===== src/rtl/lhcb_pkg.sv =====
// Shared types, codes and constants of the link health circuit breaker.
package lhcb_pkg;

    localparam int CNT_W  = 24;
    localparam int TIME_W = 32;
    localparam int CFG_W  = 16;
    localparam int PCT_W  = 7;
    localparam int IDX_W  = 3;

    localparam logic [CNT_W-1:0] CNT_MAX      = {CNT_W{1'b1}};
    localparam logic [7:0]       PERCENT_BASE = 8'd100;

    typedef enum logic [1:0] {
        OP_RESULT  = 2'd0,
        OP_AVAIL   = 2'd1,
        OP_EXCEPT  = 2'd2,
        OP_TIMEOUT = 2'd3
    } t_op;

    typedef enum logic [2:0] {
        CAUSE_NONE    = 3'd0,
        CAUSE_CONSEC  = 3'd1,
        CAUSE_RATIO   = 3'd2,
        CAUSE_TIMEOUT = 3'd3,
        CAUSE_EXCEPT  = 3'd4
    } t_cause;

    // configuration register indexes
    localparam logic [IDX_W-1:0] REG_STAB_INTERVAL = 3'd0;
    localparam logic [IDX_W-1:0] REG_CONSEC_WINDOW = 3'd1;
    localparam logic [IDX_W-1:0] REG_CONSEC_LIMIT  = 3'd2;
    localparam logic [IDX_W-1:0] REG_MIN_FAIL      = 3'd3;
    localparam logic [IDX_W-1:0] REG_FAIL_PERCENT  = 3'd4;
    localparam logic [IDX_W-1:0] REG_RETRY_INTERVAL = 3'd5;

    typedef struct packed {
        logic [CFG_W-1:0] stability_interval;
        logic [CFG_W-1:0] consecutive_window;
        logic [CFG_W-1:0] consecutive_limit;
        logic [CFG_W-1:0] min_fail_count;
        logic [PCT_W-1:0] fail_percent;
        logic [CFG_W-1:0] retry_interval;
    } t_cfg;

    localparam t_cfg CFG_RESET = '{
        stability_interval: 16'd60,
        consecutive_window: 16'd5,
        consecutive_limit:  16'd5,
        min_fail_count:     16'd2,
        fail_percent:       7'd50,
        retry_interval:     16'd30
    };

    typedef struct packed {
        logic   active;
        logic   may_try;
        logic   close_link;
        t_cause cause;
    } t_res;

    function automatic logic [CNT_W-1:0] sat_inc(input logic [CNT_W-1:0] v);
        return (v == CNT_MAX) ? CNT_MAX : v + 1'b1;
    endfunction

endpackage


===== src/rtl/lhcb_core.sv =====
// Breaker state registers and the combinational event update.
module lhcb_core
    import lhcb_pkg::*;
(
    input  logic              i_clk,
    input  logic              i_rst_n,
    input  logic              i_fire,
    input  t_op               i_op,
    input  logic [TIME_W-1:0] i_now,
    input  logic              i_flag,
    input  t_cfg              i_cfg,
    output t_res              o_res
);

    logic              r_active, n_active;
    logic              r_tmo_flag, n_tmo_flag;
    logic              r_exc_flag, n_exc_flag;
    logic [TIME_W-1:0] r_next_ratio, n_next_ratio;
    logic [CNT_W-1:0]  r_total, n_total;
    logic [CNT_W-1:0]  r_fail, n_fail;
    logic [TIME_W-1:0] r_consec_dl, n_consec_dl;
    logic [CNT_W-1:0]  r_consec, n_consec;
    logic [TIME_W-1:0] r_next_retry, n_next_retry;

    logic [TIME_W-1:0] retry_at;
    logic [TIME_W-1:0] ratio_at;
    logic [TIME_W-1:0] window_at;
    logic [CNT_W-1:0]  total_inc;
    logic [CNT_W-1:0]  fail_inc;
    logic [CNT_W-1:0]  fail_new;
    logic [CNT_W-1:0]  consec_inc;
    logic [TIME_W-1:0] dl_new;
    logic [31:0]       fail_scaled;
    logic [31:0]       pct_scaled;
    logic              ratio_hit;
    logic              consec_hit;

    assign retry_at   = i_now + {{(TIME_W-CFG_W){1'b0}}, i_cfg.retry_interval};
    assign ratio_at   = i_now + {{(TIME_W-CFG_W){1'b0}}, i_cfg.stability_interval};
    assign window_at  = i_now + {{(TIME_W-CFG_W){1'b0}}, i_cfg.consecutive_window};
    assign total_inc  = sat_inc(r_total);
    assign fail_inc   = sat_inc(r_fail);
    assign consec_inc = sat_inc(r_consec);
    assign fail_new   = i_flag ? fail_inc : r_fail;
    assign dl_new     = (r_consec == '0) ? window_at : r_consec_dl;
    assign consec_hit = (consec_inc >= {{(CNT_W-CFG_W){1'b0}}, i_cfg.consecutive_limit}) &&
                        (i_now >= dl_new);

    // fail >= floor(pct*total/100)  <=>  (fail+1)*100 > pct*total
    assign fail_scaled = ({{(32-CNT_W){1'b0}}, fail_new} + 32'd1) *
                         {24'd0, PERCENT_BASE};
    assign pct_scaled  = {{(32-PCT_W){1'b0}}, i_cfg.fail_percent} *
                         {{(32-CNT_W){1'b0}}, total_inc};
    assign ratio_hit   = fail_scaled > pct_scaled;

    always_comb begin
        n_active     = r_active;
        n_tmo_flag   = r_tmo_flag;
        n_exc_flag   = r_exc_flag;
        n_next_ratio = r_next_ratio;
        n_total      = r_total;
        n_fail       = r_fail;
        n_consec_dl  = r_consec_dl;
        n_consec     = r_consec;
        n_next_retry = r_next_retry;
        o_res.may_try = 1'b0;
        o_res.cause   = CAUSE_NONE;

        if (i_fire) begin
            case (i_op)
                OP_RESULT: begin
                    if (!r_active) begin
                        if (!i_flag) begin
                            n_next_ratio = ratio_at;
                            n_total      = {{(CNT_W-1){1'b0}}, 1'b1};
                            n_fail       = '0;
                            n_consec_dl  = '0;
                            n_consec     = '0;
                            n_active     = 1'b1;
                            n_tmo_flag   = 1'b0;
                            n_exc_flag   = 1'b0;
                        end
                    end else begin
                        n_total = total_inc;
                        if (i_flag) begin
                            n_fail      = fail_inc;
                            n_consec_dl = dl_new;
                            n_consec    = consec_inc;
                        end else begin
                            n_consec = '0;
                        end
                        if (i_flag && consec_hit) begin
                            n_active     = 1'b0;
                            n_next_retry = retry_at;
                            o_res.cause  = CAUSE_CONSEC;
                        end else if (i_now >= r_next_ratio) begin
                            n_next_ratio = ratio_at;
                            if (i_flag && (fail_new >= {{(CNT_W-CFG_W){1'b0}},
                                                        i_cfg.min_fail_count}) && ratio_hit) begin
                                n_active     = 1'b0;
                                n_next_retry = retry_at;
                                o_res.cause  = CAUSE_RATIO;
                            end else begin
                                // open a fresh interval
                                n_total = '0;
                                n_fail  = '0;
                            end
                        end
                    end
                end
                OP_AVAIL: begin
                    if (r_active) begin
                        o_res.may_try = 1'b1;
                    end else if (i_now >= r_next_retry) begin
                        n_next_retry  = retry_at;
                        o_res.may_try = 1'b1;
                    end
                end
                OP_EXCEPT: begin
                    n_exc_flag = i_flag;
                    if (i_flag) begin
                        n_active     = 1'b0;
                        n_next_retry = retry_at;
                        o_res.cause  = CAUSE_EXCEPT;
                    end else begin
                        n_active = 1'b1;
                    end
                end
                OP_TIMEOUT: begin
                    if (i_flag != r_tmo_flag) begin
                        n_tmo_flag = i_flag;
                        if (i_flag) begin
                            n_active     = 1'b0;
                            n_next_retry = retry_at;
                            o_res.cause  = CAUSE_TIMEOUT;
                        end
                    end
                end
                default: begin
                    n_active = r_active;
                end
            endcase
        end

        o_res.active     = n_active;
        o_res.close_link = (o_res.cause != CAUSE_NONE);
    end

    always_ff @(posedge i_clk) begin
        if (!i_rst_n) begin
            r_active     <= 1'b1;
            r_tmo_flag   <= 1'b0;
            r_exc_flag   <= 1'b0;
            r_next_ratio <= '0;
            r_total      <= '0;
            r_fail       <= '0;
            r_consec_dl  <= '0;
            r_consec     <= '0;
            r_next_retry <= '0;
        end else begin
            r_active     <= n_active;
            r_tmo_flag   <= n_tmo_flag;
            r_exc_flag   <= n_exc_flag;
            r_next_ratio <= n_next_ratio;
            r_total      <= n_total;
            r_fail       <= n_fail;
            r_consec_dl  <= n_consec_dl;
            r_consec     <= n_consec;
            r_next_retry <= n_next_retry;
        end
    end

endmodule


===== src/rtl/link_health_circuit_breaker.sv =====
// Link health circuit breaker: event input register, breaker core, result register.
//
// One event in, one result out. An event (op, now, flag) transfers on the input
// channel when i_in_valid is high and o_in_stall is low; the result (active,
// may_try, close_link, cause) transfers when o_out_valid is high and
// i_out_stall is low. The configuration port writes one register per cycle
// while i_cfg_wr_en is high; write it only while no event is in flight.
// From input transfer to o_out_valid the event lands in the input register,
// and the breaker update then loads the result register together with the
// new breaker state. Throughput is one event per cycle while the receiver
// does not stall. When the receiver stalls, the result register holds and
// the input register holds one more event; o_in_stall rises only when both
// are full. Reset (synchronous, active low) enables the link, clears all
// counters and times, empties both registers and loads the default
// configuration.
module link_health_circuit_breaker
    import lhcb_pkg::*;
(
    input  logic              i_clk,
    input  logic              i_rst_n,
    input  logic              i_in_valid,
    output logic              o_in_stall,
    input  logic [1:0]        i_op,
    input  logic [TIME_W-1:0] i_now,
    input  logic              i_flag,
    output logic              o_out_valid,
    input  logic              i_out_stall,
    output logic              o_active,
    output logic              o_may_try,
    output logic              o_close_link,
    output logic [2:0]        o_cause,
    input  logic              i_cfg_wr_en,
    input  logic [IDX_W-1:0]  i_cfg_index,
    input  logic [CFG_W-1:0]  i_cfg_wdata
);

    t_cfg              r_cfg;
    logic              r_in_valid;
    t_op               r_op;
    logic [TIME_W-1:0] r_now;
    logic              r_flag;
    logic              r_out_valid;
    t_res              r_res;
    t_res              core_res;
    logic              advance;
    logic              fire;
    logic              in_take;

    assign advance    = !r_out_valid || !i_out_stall;
    assign fire       = r_in_valid && advance;
    assign o_in_stall = r_in_valid && !advance;
    assign in_take    = i_in_valid && !o_in_stall;

    always_ff @(posedge i_clk) begin
        if (!i_rst_n) begin
            r_cfg <= CFG_RESET;
        end else if (i_cfg_wr_en) begin
            case (i_cfg_index)
                REG_STAB_INTERVAL:  r_cfg.stability_interval <= i_cfg_wdata;
                REG_CONSEC_WINDOW:  r_cfg.consecutive_window <= i_cfg_wdata;
                REG_CONSEC_LIMIT:   r_cfg.consecutive_limit  <= i_cfg_wdata;
                REG_MIN_FAIL:       r_cfg.min_fail_count     <= i_cfg_wdata;
                REG_FAIL_PERCENT:   r_cfg.fail_percent       <= i_cfg_wdata[PCT_W-1:0];
                REG_RETRY_INTERVAL: r_cfg.retry_interval     <= i_cfg_wdata;
                default: begin
                    r_cfg <= r_cfg;
                end
            endcase
        end
    end

    always_ff @(posedge i_clk) begin
        if (!i_rst_n) begin
            r_in_valid <= 1'b0;
        end else if (in_take) begin
            r_in_valid <= 1'b1;
        end else if (advance) begin
            r_in_valid <= 1'b0;
        end
    end

    always_ff @(posedge i_clk) begin
        if (in_take) begin
            r_op   <= t_op'(i_op);
            r_now  <= i_now;
            r_flag <= i_flag;
        end
    end

    lhcb_core u_core (
        .i_clk   (i_clk),
        .i_rst_n (i_rst_n),
        .i_fire  (fire),
        .i_op    (r_op),
        .i_now   (r_now),
        .i_flag  (r_flag),
        .i_cfg   (r_cfg),
        .o_res   (core_res)
    );

    always_ff @(posedge i_clk) begin
        if (!i_rst_n) begin
            r_out_valid <= 1'b0;
        end else if (advance) begin
            r_out_valid <= r_in_valid;
        end
    end

    always_ff @(posedge i_clk) begin
        if (fire) begin
            r_res <= core_res;
        end
    end

    assign o_out_valid  = r_out_valid;
    assign o_active     = r_res.active;
    assign o_may_try    = r_res.may_try;
    assign o_close_link = r_res.close_link;
    assign o_cause      = r_res.cause;

endmodule


===== config.mk =====
export PLATFORM = sky130hd
export DESIGN_NAME = link_health_circuit_breaker
export DESIGN_NICKNAME = d
export VERILOG_FILES = /design/src/rtl/lhcb_pkg.sv /design/src/rtl/lhcb_core.sv /design/src/rtl/link_health_circuit_breaker.sv
export SDC_FILE = /design/constraint.sdc
export NUM_CORES = 2
export LEC_CHECK = 0
export ABC_CLOCK_PERIOD_IN_PS = 15640
export BUFFER_PORTS_ARGS = -buffer_cell sky130_fd_sc_hd__buf_4
export CORE_MARGIN = 2
export CORE_UTILIZATION = 65
export CTS_CLUSTER_SIZE = 30
export DETAILED_ROUTE_END_ITERATION = 6
export HOLD_SLACK_MARGIN = 0.1
export MAX_ROUTING_LAYER = met4
export PLACE_DENSITY = 0.85
export SLEW_MARGIN = 20
export SYNTH_ARGS = -nofsm -noshare
export SYNTH_HDL_FRONTEND = slang
export SYNTH_SLANG_ARGS = --single-unit

===== constraint.sdc =====
create_clock -name i_clk -period 15.64 [get_ports i_clk]
set_input_delay 0.782 -clock i_clk [delete_from_list [all_inputs] [get_ports i_clk]]
set_output_delay 0.782 -clock i_clk [all_outputs]
set_load 0.1 [all_outputs]

-- After elaboration in Yosys (flattened, before gate mapping)
Index checks and enable logic that the tools add are counted.
- RAM bits: 0
- word-level logic and storage cells: 150
- ROM bits: 0
- memories kept: 0
- bits in latches: 0
- bits in registers: 300
- reduce and logical (&&, ||, !) cells: 29
- muxes and demuxes: 59
- equal/unequal tests: 24
- bitwise operators: 0
- $mul: 2
- $add $sub $neg: 7
- divide/modulo/power cells: 0
- magnitude comparators: 6
- shifts and indexed selects: 0
- operators by type and width (cell ; number):
    32-bit 2-to-1 mux ; 16
    24-bit 2-to-1 mux ; 16
    32-bit one-hot mux with 4 select lines ; 1
    32-bit by 16-bit adder with 32-bit output ; 3
    32-bit >= comparator ; 3
    24-bit by 1-bit adder with 24-bit output, second input constant ; 3
    24-bit == test, second input constant ; 3
    24-bit by 16-bit >= comparator with 1-bit output ; 2
    32-bit by 31-bit greater-than comparator with 1-bit output ; 1
    32-bit by 5-bit multiplier with 30-bit output, second input constant ; 1
    7-bit by 24-bit multiplier with 31-bit output ; 1
    24-bit by 1-bit adder with 25-bit output, second input constant ; 1
    24-bit logical NOT ; 1
    3-bit 2-to-1 mux ; 6
    1-bit 2-to-1 mux ; 15
    2-bit != test, second input constant ; 6
    2-bit AND reduction ; 6
    5-bit AND reduction ; 2
    3-bit one-hot mux with 3 select lines ; 1
    2-bit by 1-bit != test with 1-bit output, second input constant ; 4
    1-bit logical AND ; 7
    7-bit AND reduction ; 1
    3-bit by 2-bit == test with 1-bit output, second input constant ; 2
    3-bit == test, second input constant ; 2
    other kinds (16) ; 23

-- Longest topological paths before layout
- depth after elaboration: 14
- depth in mapped cells: 41
- gate-level depth less buffers: 38

-- By module
A second synthesis with hierarchy kept.
- cell total of the unflattened synthesis: 3383
- area, all modules: 28614.9 um^2
- modules (own cells, without submodules) (module ; cells each ; seq. area each (um^2) ; area an instance (um^2) ; instances):
    lhcb_core ; 3018 ; 3403.3 ; 24021.8 ; 1
    link_health_circuit_breaker ; 365 ; 3012.9 ; 4593.2 ; 1

-- Worst setup path after synthesis
Ideal clock, no wire load.
- kind: register -> register
- start point: register u_core.r_total[2]
- end point: register u_core.r_next_retry[17]
- library setup time: 0.134 ns
- slack: 6.557 ns
- cell stages (with the launch flop): 40
- data arrival time: 8.949 ns
- path buffers: 3
- required time: 15.506 ns
- period minus slack after synthesis: 9.083 ns
- cell sequence: dfxtp_1 -> and4_1 -> nand4_1 -> nor2_1 -> and3_1 -> and2_1 -> clkbuf_1 -> a21oi_1 -> o21ai_0 -> and2_1 -> fa_1 -> fa_1 -> fa_1 -> inv_1 -> fa_1 -> inv_1 -> ha_1 -> a21o_1 -> [4 not listed] -> a221o_1 -> a31oi_1 -> o2111ai_1 -> a21oi_1 -> xnor2_1 -> ha_1 -> nand4_1 -> or2_1 -> nor4_1 -> o31a_1 -> o21ai_2 -> nor4b_1 -> a311o_1 -> or4_1 -> buf_2 -> buf_6 -> a21oi_2 -> a211oi_1
- longest elaborated chain between the ends: 7
- elaborated cells on any way between the ends: 8
- RTL lines (element ; RTL line ; source):
    start, declared ; lhcb_core.sv:19 ; logic [CNT_W-1:0] r_total, n_total;
    start signal, assigned ; lhcb_core.sv:165 ; r_total <= n_total;
    24-bit by 1-bit adder with 24-bit output or 24-bit == test (tied branches) ; lhcb_pkg.sv:62 ; return (v == CNT_MAX) ? CNT_MAX : v + 1'b1;
    24-bit 2-to-1 mux * ; lhcb_pkg.sv:62 ;
    7-bit by 24-bit multiplier with 31-bit output * ; lhcb_core.sv:52 ; assign pct_scaled = {{(32-PCT_W){1'b0}}, i_cfg.fail_percent} *
    32-bit by 31-bit greater-than comparator with 1-bit output * ; lhcb_core.sv:54 ; assign ratio_hit = fail_scaled > pct_scaled;
    1-bit logical AND * ; lhcb_core.sv:99 ; i_cfg.min_fail_count}) && ratio_hit) begin
    3-bit by 1-bit != test with 1-bit output (no line) * ; - ;
    7-bit AND reduction (no line) * ; - ;
    end signal, assigned ; lhcb_core.sv:169 ; r_next_retry <= n_next_retry;
    end, declared ; lhcb_core.sv:23 ; logic [TIME_W-1:0] r_next_retry, n_next_retry;
Mark *: on every way between the ends. The rest lies on a longest branch, timed or not.
A chain may end at the register's enable or synchronous reset.

-- Worst setup path in the final report
- start point: register r_flag
- end point: register u_core.r_next_retry[15]
- longest elaborated chain between the ends: 7
- elaborated cells on any way between the ends: 18
- RTL lines (element ; RTL line ; source):
    start, declared ; link_health_circuit_breaker.sv:41 ; logic r_flag;
    start signal, assigned ; link_health_circuit_breaker.sv:86 ; r_flag <= i_flag;
    24-bit 2-to-1 mux ; lhcb_core.sv:44 ; assign fail_new = i_flag ? fail_inc : r_fail;
    24-bit by 1-bit adder with 25-bit output ; lhcb_core.sv:50 ; assign fail_scaled = ({{(32-CNT_W){1'b0}}, fail_new} + 32'd1) *
    32-bit by 5-bit multiplier with 30-bit output ; lhcb_core.sv:50 ;
    32-bit by 31-bit greater-than comparator with 1-bit output ; lhcb_core.sv:54 ;
    1-bit logical AND ; lhcb_core.sv:99 ;
    3-bit by 1-bit != test with 1-bit output (no line) ; - ;
    7-bit AND reduction (no line) ; - ;
Parallel ways exist; a longest one is shown, timed or not. The select of a mux whose other input is x is not followed.

==> summary.txt <==
Worst hold path
  – Hold Path Sink: r_now[19]
  – Hold WC Path Type: input pin to flip-flop
  – Hold Startpoint: i_now[19]
  – Hold path depth: 1

Synthesis
  – Area contributors post-synth: dfxtp_1, ha_1, fa_1
  – Synthesized Nets: 3906
  – Top cell type by total area after synthesis: dfxtp_1
  – Synth top area share: 18.7%
  – Cells after Synth: 3375
  – Syn avg cell area: 8.22 um2
  – Warnings, synthesis: 0
  – Ys async rst share: 0%
  – Mapped Area: 0.0278 mm2
  – Synth cell types: 94
  – Top_reg_cell synth: dfxtp_1
  – #FFs+latches synth: 300
  – Seq/Total Area, Yosys: 23.1%
  – EDFF count, synth: 41

CTS
  – Post-CTS Setup Bufs: 0
  – CTS tree: done
  – H-tree depth: 2
  – Hold_buf cts: 0
  – Max clock buf depth: 3
  – Root Buffer: clkbuf_16
  – CTS Buf Count: 37
  – Clock slew at reported path FFs: 60 ps
  – TritonCTS sink count: 300
  – # resized after CTS: 0
  – Skew-Pair Late Insertion Delay: 570 ps

Die
  – Die height: 211 um
  – Initial Util: 66.0%
  – # IOs: 67
  – Core box area: 0.0420 mm2
  – Die Wd: 211 um
  – Cell Rows: 75
  – Die area: 0.0444 mm2

Worst setup path
  – CP max stage delay: 1040 ps
  – Slowest stage cell on the critical path: nor4_4
  – Req. time, crit path: 16110 ps
  – Critical Setup Path Class: flip-flop to flip-flop
  – WP data arrival: 11640 ps
  – Crit-path max FO: 23
  – Reg-to-Reg Start: r_flag
  – Startpoint Class: flip-flop
  – CP endpoint kind: flip-flop
  – CP dominant cell by count: ha_1
  – Setup slack, reg-to-reg: 4470 ps
  – Cell count of the worst reg-to-reg path: 34
  – R2r endpoint: u_core.r_next_retry[15]

Status
  – Status: finished clean

Finish
  – Antenna diode count: 0
  – Most frequent cells in the layout: nand2_1, inv_1, ha_1, a21oi_1, dfxtp_1
  – Most common cell after layout, fill and taps aside: nand2_1
  – Synth-to-layout area growth: 7.32%
  – Post-route cell area: 0.0298 mm2
  – Share of cells above drive strength 1: 6.32%
  – Fin nets: 3889

Power
  – Comb pwr share: 13.4%
  – Internal power: 1420 uW
  – Clock power frac: 44.4%
  – Register share of total power: 42.2%
  – NetSw: 550 uW
  – PD cells: 66.3 mW/mm2
  – Sw frac: 27.9%
  – Peak supply drop: 0.132 mV
  – Leak pwr: 0.0135 uW

Routing
  – WL/cell: 19.6 um
  – DRT Wirelength: 76900 um
  – Drt pass-1 iters: 6
  – Vias: 24808
  – Routed vias/inst: 6.32
  – DRC errors left: 0
  – Routed Antenna Nets: 0
  – Initial DRC count: 2164

Global routing
  – Grt ovf: 0
  – First-pass GRT wire length: 125000 um
  – Vias in the first global route: 25091
  – Total track usage: 36.0%
  – Largest net degree at the start of global routing: 90
  – Initial antenna violation count: 0

Timing
  – Worst Tran Pin Value: 1150 ps
  – Fmax: 89.5 MHz
  – Post-Route Skew: 24.0 ps
  – Final period utilization: 71.4%
  – Final Slew Violations: 0
  – Hold Violations, Final: 0
  – Final min period: 11170 ps
  – # setup viols final: 0
  – Slew margin rel.: 22.8%
  – RSZ-0062 raised after global routing: no
  – Setup TNS: 0 ps

Placement
  – DPL Wire Length: 56700 um
  – I/O Buffers: 66
  – Routability Congestion: 0.988
  – DP Area: 0.0285 mm2

Flow run
  – Max Cap Viol: 0
[power by group through the flow]
stage / Clock [uW] / Sequential (uW) / Combinational, uW
after floorplan: 0 / 838 / 182
after global placement: 0 / 846 / 247
after detailed placement: 0 / 847 / 257
after CTS: 879 / 831 / 260
after global routing: 910 / 834 / 292
final: 876 / 833 / 265
[cell type report]
cell class / instances / area, um2
sequential: 300 / 6420
multi-input combinational: 2586 / 19500
clock inverter: 16 / 136
inverter: 347 / 1310
fill: 3273 / 12300
timing repair buffer: 86 / 658
tap: 539 / 674
clock buffer: 52 / 1090
[cells in the mapped netlist (20+ instances only)]
library cell and n:
fa_1 132, o211ai_1 22, nand4_1 51, clkbuf_1 112, edfxtp_1 41, o21ai_1 30, xor2_1 82, and3_1 48
a211oi_1 51, nand3_1 114, a21o_1 57, nor4_1 20, nor2_1 166, dfxtp_1 259, a21oi_1 261, nor3_1 44
nand2_1 419, inv_1 345, nor2b_1 53, buf_2 24, o21a_1 22, xnor2_1 113, a22oi_1 24, o21ai_0 104
and2_1 93, nand2b_1 33, a22o_1 47, ha_1 340, mux2i_1 32
[registers in the layout, summed over array words and instances (netlist names)]
register	count
o_active	1
o_cause	3
o_close_link	1
o_may_try	1
o_out_valid	1
r_cfg	87
r_flag	1
r_in_valid	1
r_now	32
r_op	2
u_core.r_active	1
u_core.r_consec	24
u_core.r_consec_dl	32
u_core.r_fail	24
u_core.r_next_ratio	32
u_core.r_next_retry	32
u_core.r_tmo_flag	1
u_core.r_total	24
[critical path, delay by kind of cell, from the launching register on]
kind | cells | cell delay (ps)
adders and majority gates | 5 | 1610
AOI/OAI and AO/OA | 12 | 3290
buffers and inverters | 2 | 130
and+or+nand+nor | 13 | 4620
DFF | 1 | 890
xor gates and xnor gates | 2 | 470
[how the worst max path moves through the flow]
stage                            from                       to  slack [ps]  depth (start not counted)
finish                         r_flag  u_core.r_next_retry[15]        4470                         34
global route                   r_flag  u_core.r_next_retry[15]        3920                         32
global placement     u_core.r_fail[4]  u_core.r_next_retry[15]        5150                         34
floorplan           u_core.r_total[2]  u_core.r_next_retry[17]        6560                         39
CTS                            r_flag  u_core.r_next_retry[15]        4750                         34
detailed placement             r_flag  u_core.r_next_retry[15]        4810                         34
[layer usage]
| metal | global-route usage (%) | vias to the layer above | share of wire [%] |
|---|---|---|---|
| li1 | - | 11654 | - |
| met1 | 40.7 | 11859 | 39 |
| met5 | - | - | 0 |
| met4 | 21.4 | 0 | 6.1 |
| met2 | 61.5 | 1023 | 49 |
| met3 | 4.21 | 272 | 6.3 |
[per-stage QoR]
stage / instances / setup slack, ps / utilization, % / hold WS [ps] / power, uW
floorplan: 3375 / 6560 / - / 420 / 1020
global placement: 3857 / 5150 / 67.9 / 432 / 1090
detailed placement: 3857 / 4810 / 67.9 / 439 / 1100
CTS: 3925 / 4750 / 70.8 / 378 / 1970
global route: 3926 / 3920 / 70.9 / 379 / 2040
finish: 3926 / 4470 / 70.9 / 387 / 1970
[logic make-up (layout without fill, tap and decap cells)]
logic type	after synthesis	in the layout	share of synthesized area, %
and+or+nand+nor	1123	1123	20.1
AOI/OAI and AO/OA	760	760	17.7
buffers and inverters	489	501	6.77
adders and majority gates	472	472	24.8
DFF	300	300	23.1
xor gates and xnor gates	195	195	6.15
muxes	36	36	1.32
Note: power is estimated with default switching activity, not from simulation.
